File: src/rtl/core/pfc_pkg.sv
// shared types and constants for the packet framer with crc-16 trailer
package pfc_pkg;

	localparam int QueueDepth = 4;

	localparam int CfgIdxW  = 1;
	localparam int CfgDataW = 16;

	localparam logic [CfgIdxW-1:0] REG_CRC_POLY = CfgIdxW'(0);
	localparam logic [CfgIdxW-1:0] REG_CRC_SEED = CfgIdxW'(1);

	localparam logic [15:0] CRC_POLY_RST = 16'h1021;
	localparam logic [15:0] CRC_SEED_RST = 16'h0000;

	localparam logic [7:0] START_SHORT = 8'd2;
	localparam logic [7:0] START_LONG  = 8'd3;
	localparam logic [7:0] STOP_BYTE   = 8'd3;

	typedef struct packed {
		logic [7:0]  data_byte;
		logic [15:0] payload_length;
	} item_t;

	typedef struct packed {
		logic [7:0] out_byte;
		logic       frame_end;
	} result_t;

	// one classified payload byte, handed from front to back
	typedef struct packed {
		logic [7:0]  data_byte;
		logic        is_first;
		logic        long_len;
		logic [15:0] length;
		logic        is_last;
		logic [15:0] crc;
	} cmd_t;

endpackage

File: src/rtl/core/pfc_front.sv
// front end: config registers, frame tracking, crc fold and word classification
module pfc_front (
	input  logic                         clk,
	input  logic                         arst_n,
	input  logic                         cfg_we,
	input  logic [pfc_pkg::CfgIdxW-1:0]  cfg_index,
	input  logic [pfc_pkg::CfgDataW-1:0] cfg_data,
	input  logic                         accept,
	input  pfc_pkg::item_t               item,
	output pfc_pkg::cmd_t                cmd
);
	import pfc_pkg::*;

	logic [15:0] crc_poly_q;
	logic [15:0] crc_seed_q;
	logic [15:0] bytes_left_q;
	logic [15:0] crc_q;

	logic        first;
	logic [15:0] len;
	logic [15:0] crc_in;
	logic [15:0] crc_new;
	logic [15:0] left_new;

	function automatic logic [15:0] crc_fold(input logic [15:0] crc, input logic [7:0] b,
			input logic [15:0] poly);
		logic [15:0] c;
		c = crc ^ {b, 8'h00};
		for (int i = 0; i < 8; i++) begin
			if (c[15]) begin
				c = {c[14:0], 1'b0} ^ poly;
			end else begin
				c = {c[14:0], 1'b0};
			end
		end
		return c;
	endfunction

	always_comb begin
		first    = (bytes_left_q == 16'd0);
		len      = (item.payload_length == 16'd0) ? 16'd1 : item.payload_length;
		crc_in   = first ? crc_seed_q : crc_q;
		crc_new  = crc_fold(crc_in, item.data_byte, crc_poly_q);
		left_new = (first ? len : bytes_left_q) - 16'd1;

		cmd.data_byte = item.data_byte;
		cmd.is_first  = first;
		cmd.long_len  = (len[15:8] != 8'd0);
		cmd.length    = len;
		cmd.is_last   = (left_new == 16'd0);
		cmd.crc       = crc_new;
	end

	always_ff @(posedge clk or negedge arst_n) begin
		if (!arst_n) begin
			crc_poly_q   <= CRC_POLY_RST;
			crc_seed_q   <= CRC_SEED_RST;
			bytes_left_q <= 16'd0;
			crc_q        <= 16'd0;
		end else begin
			if (cfg_we) begin
				case (cfg_index)
					REG_CRC_POLY: crc_poly_q <= cfg_data[15:0];
					REG_CRC_SEED: crc_seed_q <= cfg_data[15:0];
					default:      ;
				endcase
			end
			if (accept) begin
				bytes_left_q <= left_new;
				crc_q        <= crc_new;
			end
		end
	end

endmodule

File: src/rtl/core/pfc_queue.sv
// small command queue between the front and back ends
module pfc_queue #(
	parameter int Depth = pfc_pkg::QueueDepth
) (
	input  logic          clk,
	input  logic          arst_n,
	input  logic          wr,
	input  pfc_pkg::cmd_t wr_cmd,
	input  logic          rd,
	output pfc_pkg::cmd_t rd_cmd,
	output logic          full,
	output logic          empty
);
	import pfc_pkg::*;

	localparam int PtrW = (Depth > 1) ? $clog2(Depth) : 1;
	localparam int CntW = $clog2(Depth + 1);

	cmd_t            mem_q [Depth];
	logic [PtrW-1:0] wr_ptr_q;
	logic [PtrW-1:0] rd_ptr_q;
	logic [CntW-1:0] count_q;

	logic do_wr;
	logic do_rd;

	assign full   = (count_q == CntW'(Depth));
	assign empty  = (count_q == '0);
	assign do_wr  = wr && !full;
	assign do_rd  = rd && !empty;
	assign rd_cmd = mem_q[rd_ptr_q];

	function automatic logic [PtrW-1:0] ptr_inc(input logic [PtrW-1:0] p);
		return (p == PtrW'(Depth - 1)) ? '0 : p + PtrW'(1);
	endfunction

	always_ff @(posedge clk) begin
		if (do_wr) begin
			mem_q[wr_ptr_q] <= wr_cmd;
		end
	end

	always_ff @(posedge clk or negedge arst_n) begin
		if (!arst_n) begin
			wr_ptr_q <= '0;
			rd_ptr_q <= '0;
			count_q  <= '0;
		end else begin
			if (do_wr) begin
				wr_ptr_q <= ptr_inc(wr_ptr_q);
			end
			if (do_rd) begin
				rd_ptr_q <= ptr_inc(rd_ptr_q);
			end
			if (do_wr && !do_rd) begin
				count_q <= count_q + CntW'(1);
			end else if (do_rd && !do_wr) begin
				count_q <= count_q - CntW'(1);
			end
		end
	end

endmodule

File: src/rtl/core/pfc_back.sv
// back end: expands commands into header, payload and trailer bytes
module pfc_back (
	input  logic             clk,
	input  logic             arst_n,
	input  pfc_pkg::cmd_t    cmd,
	input  logic             q_empty,
	output logic             q_pop,
	input  logic             pop,
	output logic             empty,
	output pfc_pkg::result_t result
);
	import pfc_pkg::*;

	localparam logic [2:0] ST_BEGIN  = 3'd0;
	localparam logic [2:0] ST_START  = 3'd1;
	localparam logic [2:0] ST_LEN_HI = 3'd2;
	localparam logic [2:0] ST_LEN_LO = 3'd3;
	localparam logic [2:0] ST_DATA   = 3'd4;
	localparam logic [2:0] ST_CRC_HI = 3'd5;
	localparam logic [2:0] ST_CRC_LO = 3'd6;
	localparam logic [2:0] ST_STOP   = 3'd7;

	logic [2:0] step_q;
	logic       out_valid_q;
	result_t    out_q;

	logic       adv;
	logic       load;
	logic [2:0] cur;
	logic [2:0] nxt;
	logic       done;
	result_t    word;

	assign adv  = !out_valid_q || pop;
	assign load = adv && !q_empty;

	always_comb begin
		if (step_q == ST_BEGIN) begin
			cur = cmd.is_first ? ST_START : ST_DATA;
		end else begin
			cur = step_q;
		end

		word.frame_end = 1'b0;
		nxt            = ST_BEGIN;
		done           = 1'b0;
		case (cur)
			ST_START: begin
				word.out_byte = cmd.long_len ? START_LONG : START_SHORT;
				nxt           = cmd.long_len ? ST_LEN_HI : ST_LEN_LO;
			end
			ST_LEN_HI: begin
				word.out_byte = cmd.length[15:8];
				nxt           = ST_LEN_LO;
			end
			ST_LEN_LO: begin
				word.out_byte = cmd.length[7:0];
				nxt           = ST_DATA;
			end
			ST_DATA: begin
				word.out_byte = cmd.data_byte;
				nxt           = cmd.is_last ? ST_CRC_HI : ST_BEGIN;
				done          = !cmd.is_last;
			end
			ST_CRC_HI: begin
				word.out_byte = cmd.crc[15:8];
				nxt           = ST_CRC_LO;
			end
			ST_CRC_LO: begin
				word.out_byte = cmd.crc[7:0];
				nxt           = ST_STOP;
			end
			ST_STOP: begin
				word.out_byte  = STOP_BYTE;
				word.frame_end = 1'b1;
				done           = 1'b1;
			end
			default: begin
				word.out_byte = cmd.data_byte;
				done          = 1'b1;
			end
		endcase
	end

	assign q_pop  = load && done;
	assign empty  = !out_valid_q;
	assign result = out_q;

	always_ff @(posedge clk) begin
		if (load) begin
			out_q <= word;
		end
	end

	always_ff @(posedge clk or negedge arst_n) begin
		if (!arst_n) begin
			step_q      <= ST_BEGIN;
			out_valid_q <= 1'b0;
		end else begin
			if (adv) begin
				out_valid_q <= !q_empty;
			end
			if (load) begin
				step_q <= done ? ST_BEGIN : nxt;
			end
		end
	end

endmodule

File: src/rtl/core/packet_framer_crc16_top.sv
// top level of the length-prefixed packet framer with crc-16 trailer
//
// input channel: one payload word per push, accepted when push is high and
// full is low. payload_length is sampled only on the first word of a frame;
// a length of zero counts as one.
// result channel: queue style; while empty is low the oldest framed byte sits
// on result, and pop takes it. frame_end marks the stop byte.
// each payload word yields one to six bytes: header (start plus one or two
// length bytes) on a frame's first word, the payload byte, and on the last
// word the crc high, crc low and stop bytes.
// an accepted word passes the command queue and then the output register.
// throughput: the front takes one word per cycle while full is low; the back
// end puts out one byte per cycle while pop is high, so the output port sets
// the sustained rate: one word per cycle mid-frame, plus header and trailer.
// a short command queue lets the front keep taking words while the receiver
// stalls; full rises only once the queue has filled.
// config: write cfg_data to register cfg_index (0 crc_poly, 1 crc_seed) with
// cfg_we, only while the block is idle.
// reset: clears frame tracking, the crc, the queue and the output valid flag,
// and loads the default polynomial 0x1021 and seed 0.
module packet_framer_crc16_top #(
	parameter int QueueDepth = pfc_pkg::QueueDepth
) (
	input  logic                         clk,
	input  logic                         arst_n,
	input  logic                         cfg_we,
	input  logic [pfc_pkg::CfgIdxW-1:0]  cfg_index,
	input  logic [pfc_pkg::CfgDataW-1:0] cfg_data,
	input  logic                         push,
	output logic                         full,
	input  pfc_pkg::item_t               item,
	output logic                         empty,
	input  logic                         pop,
	output pfc_pkg::result_t             result
);
	import pfc_pkg::*;

	// words cross from front to back through the queue
	cmd_t front_cmd;
	cmd_t head_cmd;
	logic accept;
	logic q_empty;
	logic q_pop;

	assign accept = push && !full;

	// classify each word and fold it into the crc
	pfc_front u_front (
		.clk       (clk),
		.arst_n    (arst_n),
		.cfg_we    (cfg_we),
		.cfg_index (cfg_index),
		.cfg_data  (cfg_data),
		.accept    (accept),
		.item      (item),
		.cmd       (front_cmd)
	);

	// decouples word intake from byte output
	pfc_queue #(
		.Depth (QueueDepth)
	) u_queue (
		.clk    (clk),
		.arst_n (arst_n),
		.wr     (accept),
		.wr_cmd (front_cmd),
		.rd     (q_pop),
		.rd_cmd (head_cmd),
		.full   (full),
		.empty  (q_empty)
	);

	// serialize header, payload and trailer into the output register
	pfc_back u_back (
		.clk     (clk),
		.arst_n  (arst_n),
		.cmd     (head_cmd),
		.q_empty (q_empty),
		.q_pop   (q_pop),
		.pop     (pop),
		.empty   (empty),
		.result  (result)
	);

endmodule

File: config.mk
export PLATFORM = sky130hd
export DESIGN_NAME = packet_framer_crc16_top
export DESIGN_NICKNAME = d
export VERILOG_FILES = /design/src/rtl/core/pfc_pkg.sv /design/src/rtl/core/pfc_front.sv /design/src/rtl/core/pfc_queue.sv /design/src/rtl/core/pfc_back.sv /design/src/rtl/core/packet_framer_crc16_top.sv
export SDC_FILE = /design/constraint.sdc
export NUM_CORES = 1
export LEC_CHECK = 0
export BUFFER_PORTS_ARGS = -buffer_cell sky130_fd_sc_hd__buf_2
export CAP_MARGIN = 20
export CORE_MARGIN = 3
export CORE_UTILIZATION = 55
export DETAILED_ROUTE_END_ITERATION = 8
export PLACE_DENSITY_LB_ADDON = 0.08
export SYNTH_ARGS = -nofsm -noshare
export SYNTH_HDL_FRONTEND = slang
export SYNTH_SLANG_ARGS = --single-unit
File: constraint.sdc
create_clock -name clk -period 4.6 [get_ports clk]
set_clock_uncertainty 0.2 [all_clocks]
set_input_delay 0.46 -clock clk [delete_from_list [all_inputs] [get_ports clk]]
set_output_delay 0.46 -clock clk [all_outputs]
set_load 0.05 [all_outputs]
# After elaboration in Yosys (flattened, before gate mapping)
# Memory sizes are Yosys's and may differ from the RTL's.
# Index checks and enable logic that the tools add are counted.
# Widths: inputs -> output; s select.
totals:
  wordCells: 88
  output_inout_bits: 11
  n_memories: 1
  ramBits: 172
  in_bits: 46
  ff_bits: 84
classes:
  n_mux: 27
  bitwise: 10
  add_sub_neg: 5
  reduce_logical: 24
  n_eq_ne: 10
memory_table:
  columns: ["memory", "depth", "word_bits", "read_ports", "rd_ports_with_merged_regs", "write_ports", "line_no", "source"]
  rows:
  - ["u_queue.mem_q", 4, 43, 1, 0, 1, "pfc_queue.sv:19", "cmd_t mem_q [Depth];"]
ops:
  columns: ["op", "count"]
  rows:
  - ["$mux 16", 11]
  - ["$xor 16x16->16", 9]
  - ["$logic_not 16->1", 3]
  - ["$pmux 8 s6", 1]
  - ["$mux 3", 6]
  - ["$pmux 3 s6", 1]
  - ["$sub 16x1->16 const B", 1]
  - ["$eq 3x3->1 const B", 5]
  - ["$reduce_bool 8->1", 1]
  - ["$logic_and 1x1->1", 7]
  - ["$eq 3x2->1 const B", 2]
  - ["$logic_not 1->1", 6]
  - ["$logic_not 3->1", 2]
  - ["$mux 1", 5]
  - ["$reduce_or 5->1", 1]
  - ["$add 2x1->2 const B", 2]
  - ["$eq 2x2->1 const B", 2]
  - ["$mux 2", 2]
  - ["$reduce_and 2->1", 2]
  - ["$add 3x1->3 const B", 1]
  - ["$eq 3x1->1 const B", 1]
  - ["$sub 3x1->3 const B", 1]
  - ["$pmux 1 s2", 1]
  - ["$reduce_bool 2->1", 1]
  - ["other kinds (2)", 2]

# Logic depth before layout (Yosys ltp)
depth:
  ltp_word: 19
  ltp_mapped: 19
  depth_no_buf: 15

# Cells and area by module
# From an unflattened synthesis, not the netlist that was laid out.
hier_totals:
  hier_cells: 1218
  hier_area_um2: 14397.6
modules_own_cells:
  columns: ["mod", "area_each_um2", "n_inst", "seq_area_each_um2", "cells_each"]
  rows:
  - ["pfc_front", 6727.7, 1, 1605.3, 858]
  - ["pfc_queue", 6706.4, 1, 5340.1, 262]
  - ["pfc_back", 949.7, 1, 370.4, 97]
  - ["packet_framer_crc16_top", 13.8, 1, 0.0, 1]

# Least setup slack after synthesis
# No wires, ideal clock.
synth_path:
  kind: "register to register"
  startpoint: "reg u_front.bytes_left_q[11]"
  endpoint: "mem u_queue.mem_q[0][16] (netlist name), data pin"
  path_stages_with_launch: 19
  period_less_slack_ns: 4.740
  arrival_ns: 4.290
  setup_slack_ns: -0.140
  t_required_ns: 4.150
  n_path_buf: 4
  setup_time_ns: 0.250
  path_cell_list: "dfrtp_1 nor4_2 and4_1 buf_6 nand2_4 inv_1 clkbuf_1 buf_1 clkbuf_1 a21oi_1 ha_1 nand2_1 or4bb_1 or3_1 nor4_1 and3b_1 o21ai_0 o21ai_0 nor4b_1"
synth_lines:
  columns: ["item", "line_no", "source"]
  rows:
  - ["from (decl)", "pfc_front.sv:16", "logic [15:0] bytes_left_q;"]
  - ["from (signal assigned)", "pfc_front.sv:69", "bytes_left_q <= left_new;"]
  - ["to (decl)", "pfc_queue.sv:19", null]

==> flow_summary.json <==
{
  "status": "finished, violations left",
  "violations": "negative setup slack",
  "critPathArrivalTime_ns": 5.02,
  "worstMarginPinSlew_ns": 0.845,
  "syn-num-nets": 1148,
  "die_w_um": 163,
  "antenna_cells": 0,
  "slew_violations": 0,
  "synth-main-ff-cell": "edfxtp_1",
  "cp-start-kind": "flop",
  "hold_path.startpoint": "item[3]",
  "cp_data_required_time_ns": 4.84,
  "hold_viol": 0,
  "yosysSeqAreaShare_pct": 53.7,
  "timing.rr.end": "u_front.crc_q[12]",
  "cp_slowest_cell": "xnor3_2",
  "grt_max_degree": 76,
  "core_area_um2": 23900,
  "layoutNonFillerInstCount": 1630,
  "synth_edf_count": 181,
  "yosysTopAreaCellShare_pct": 39.9,
  "ios": 57,
  "cap_violations": 0,
  "wirelength_um": 34200,
  "synth_cells": 1088,
  "reg2reg_from": "u_front.bytes_left_q[12]",
  "r2r_slack_ns": -0.19,
  "grt_pass1_vias": 9543,
  "nets": 1349,
  "dpl.cell_count": 1533,
  "fin_ws_ns": -0.186,
  "first_pass_iters": 5,
  "drt.antenna.violating_nets": 0,
  "postLayoutCoreUtil_pct": 71.1,
  "timing.final.crit_share_pct": 104,
  "drtIter0Drc": 811,
  "drive_gt1_share_pct": 35.3,
  "antenna_found_initial": 0,
  "vias": 9546,
  "die-area_um2": 26700,
  "yosys_warnings": 0,
  "worst_hold_slack_ns": 0.0272,
  "cts_buffer_depth": 3,
  "async_reset_ff_share_pct": 29.3,
  "synthTopCellsByArea": "edfxtp_1 40%, dfrtp_1 13%, mux4_2 7.1%, xnor2_1 5.5%, mux2_2 4.2%",
  "setup_violations": 63,
  "place_area_um2": 15200,
  "gp_congestion": 0.894,
  "wl_per_cell_um": 21.0,
  "clkTransAtPathRegs_ns": 0.06,
  "rows": 56,
  "crit_start": "u_front.bytes_left_q[12]",
  "cts.htree.levels": 1,
  "cts_root_buffer": "clkbuf_16",
  "worst_skew_pair.late_latency_ns": 0.56,
  "die_h_um": 163,
  "period_minus_slack_ns": 4.79,
  "clkSinkCount": 256,
  "path_max_fanout": 5,
  "stdcell_area_um2": 17000,
  "grtUsageTotal_pct": 26.1,
  "slew_headroom_pct": 43.7,
  "synth_top_cell_by_area": "edfxtp_1",
  "io_buffers": 56,
  "grt_overflow": 0,
  "place_hpwl_um": 23200,
  "whs_path_depth": 1,
  "start_util_pct": 57.0,
  "yosysUniqueCellTypes": 88,
  "viasPerCell": 5.86,
  "min_to": "u_queue.mem_q[3][20]",
  "ys_seq_elements": 256,
  "synth_area_um2": 13600,
  "reg2reg_depth": 16,
  "fmax_mhz": 209,
  "path_cells": "nor4_4 -> and4_4 -> nand2_4 -> o311a_4 -> o21ai_4 -> buf_6 -> a21oi_2 -> a311oi_4 -> xor2_2 -> xnor3_1 -> a2111o_1 -> a211o_4 -> buf_8 -> nand3_2 -> xnor3_2 -> mux2_4",
  "grt_setup_unrepaired": "true",
  "max_stage_delay_ns": 0.45,
  "syn_avg_cell_area_um2": 12.5,
  "critPathKind": "flop to flop",
  "endpoint_kind": "flop",
  "cts_buffers": 28,
  "cts_tree": "yes",
  "grt_pass1_wl_um": 53800,
  "hold_class": "input pin to flop",
  "syn_to_final_growth_pct": 24.8,
  "drc": 0
}
## synth_stat cells (4+ instances only)
cell type,n
edfxtp_1,181
nand2_1,144
xnor2_1,85
dfrtp_1,72
clkbuf_1,67
a21oi_1,53
mux2_2,51
o21ai_0,46
mux4_2,43
nor2_1,41
inv_1,23
nand3_1,22
xor2_1,17
nor3_1,15
xnor3_1,14
a31oi_1,13
ha_1,13
mux2i_1,12
nand4_1,10
and2_1,9
and3_1,9
or3_1,8
buf_2,6
nand3_2,6
nor2b_1,6
o211ai_1,6
a211oi_1,5
o2111ai_1,5
o22a_1,5
o22ai_1,5
a22oi_1,4
buf_1,4
nor3b_1,4
o31ai_1,4
## metrics by stage
| step | worst slack (ns) | TNS [ns] |
|---|---|---|
| floorplan | 0.00564 | 0 |
| global placement | -0.144 | -6.58 |
| detailed placement | -0.270 | -15.63 |
| CTS | -0.0671 | -2.47 |
| global route | -0.329 | -17.38 |
| finish | -0.186 | -5.04 |
## cell usage in the layout, fill, tap and decap left out, drive strengths merged, types with 6 or more instances in the layout
| cell type | count |
|---|---|
| mux4 | 43 |
| nand4 | 11 |
| clkbuf | 39 |
| xnor2 | 86 |
| o211ai | 7 |
| nor3 | 16 |
| o21ai | 51 |
| mux2 | 52 |
| a211oi | 6 |
| a21oi | 54 |
| xnor3 | 14 |
| nor2 | 41 |
| ha | 13 |
| mux2i | 12 |
| dfrtp | 72 |
| nand2 | 146 |
| dlygate4sd3 | 24 |
| a31oi | 13 |
| and3 | 9 |
| edfxtp | 181 |
| inv | 27 |
| xor2 | 18 |
| or3 | 8 |
| and2 | 9 |
| nor2b | 6 |
| nand3 | 28 |
| buf | 227 |
| clkinv | 8 |
## flip-flops by register name, indices dropped and copies added, names as in the netlist
name / flops
u_queue.mem_q: 172
u_back.out_valid_q: 1
u_front.bytes_left_q: 16
u_front.crc_q: 16
u_front.crc_poly_q: 16
u_back.result: 9
u_queue.rd_ptr_q: 2
u_back.step_q: 3
u_queue.count_q: 3
u_queue.wr_ptr_q: 2
u_front.crc_seed_q: 16
## cell families (layout without fill, tap and decap cells)
logic type	after synthesis	after routing	share of synthesized area [%]
AND/OR/NAND/NOR	300	300	10.8
flip-flops	256	256	53.7
AO/OA/AOI/OAI	188	188	9.37
XOR/XNOR	119	119	9.29
multiplexers	107	107	12.3
buffers and inverters	104	327	3.09
adder cells (fa/ha/maj)	14	14	1.34
## what timing repair did
| item | in CTS | in global routing |
|---|---|---|
| resized for setup | 42 | 65 |
| pin swaps | 17 | 25 |
| setup buffers | 7 | 13 |
| endpoints found under the setup margin | 76 | 85 |
| hold endpoints to repair | 123 | 0 |
| hold buffers | 24 | 0 |
## routing by layer
layer  GRT usage [%]  vias to the layer above  wire length, um  part of all wire [%]
met5               0                        -                0                     0
met4            5.84                        0              670                   2.0
met3            3.50                       49             2480                   7.2
met2            41.5                      343            16200                    47
met1            38.8                     4718            14800                    43
li1                -                     4436                -                     -
## critical path, delay by kind of cell (launching register included)
family	cells	cell delay (ns)
compound gates	6	1.82
simple gates	4	0.74
xor+xnor	3	0.94
mux	1	0.28
buf+inv	2	0.29
flops	1	0.41
## area by class of cell
cell class                 count  area, um^2
timing repair buffer         251        1950
inverter                      24        90.1
fill                        1670        6900
multi-input combinational    728        6310
sequential                   256        7320
tap                          319         399
clock buffer                  39         802
clock inverter                13         128
## worst max-delay path by stage
stage,endpoint,slack [ns],cells after the start
6_report,u_front.crc_q[12],-0.19,16
5_1_grt,u_front.crc_q[12],-0.33,17
4_1_cts,u_front.crc_q[12],-0.07,18
3_5_place_dp,u_queue.mem_q[1][15],-0.27,16
3_3_place_gp,u_queue.mem_q[2][15],-0.14,16
2_1_floorplan,u_front.crc_q[2],0.006,16
Power is not shown: default switching activity piles up to over one toggle a cycle in this logic, so the estimate is an artifact.
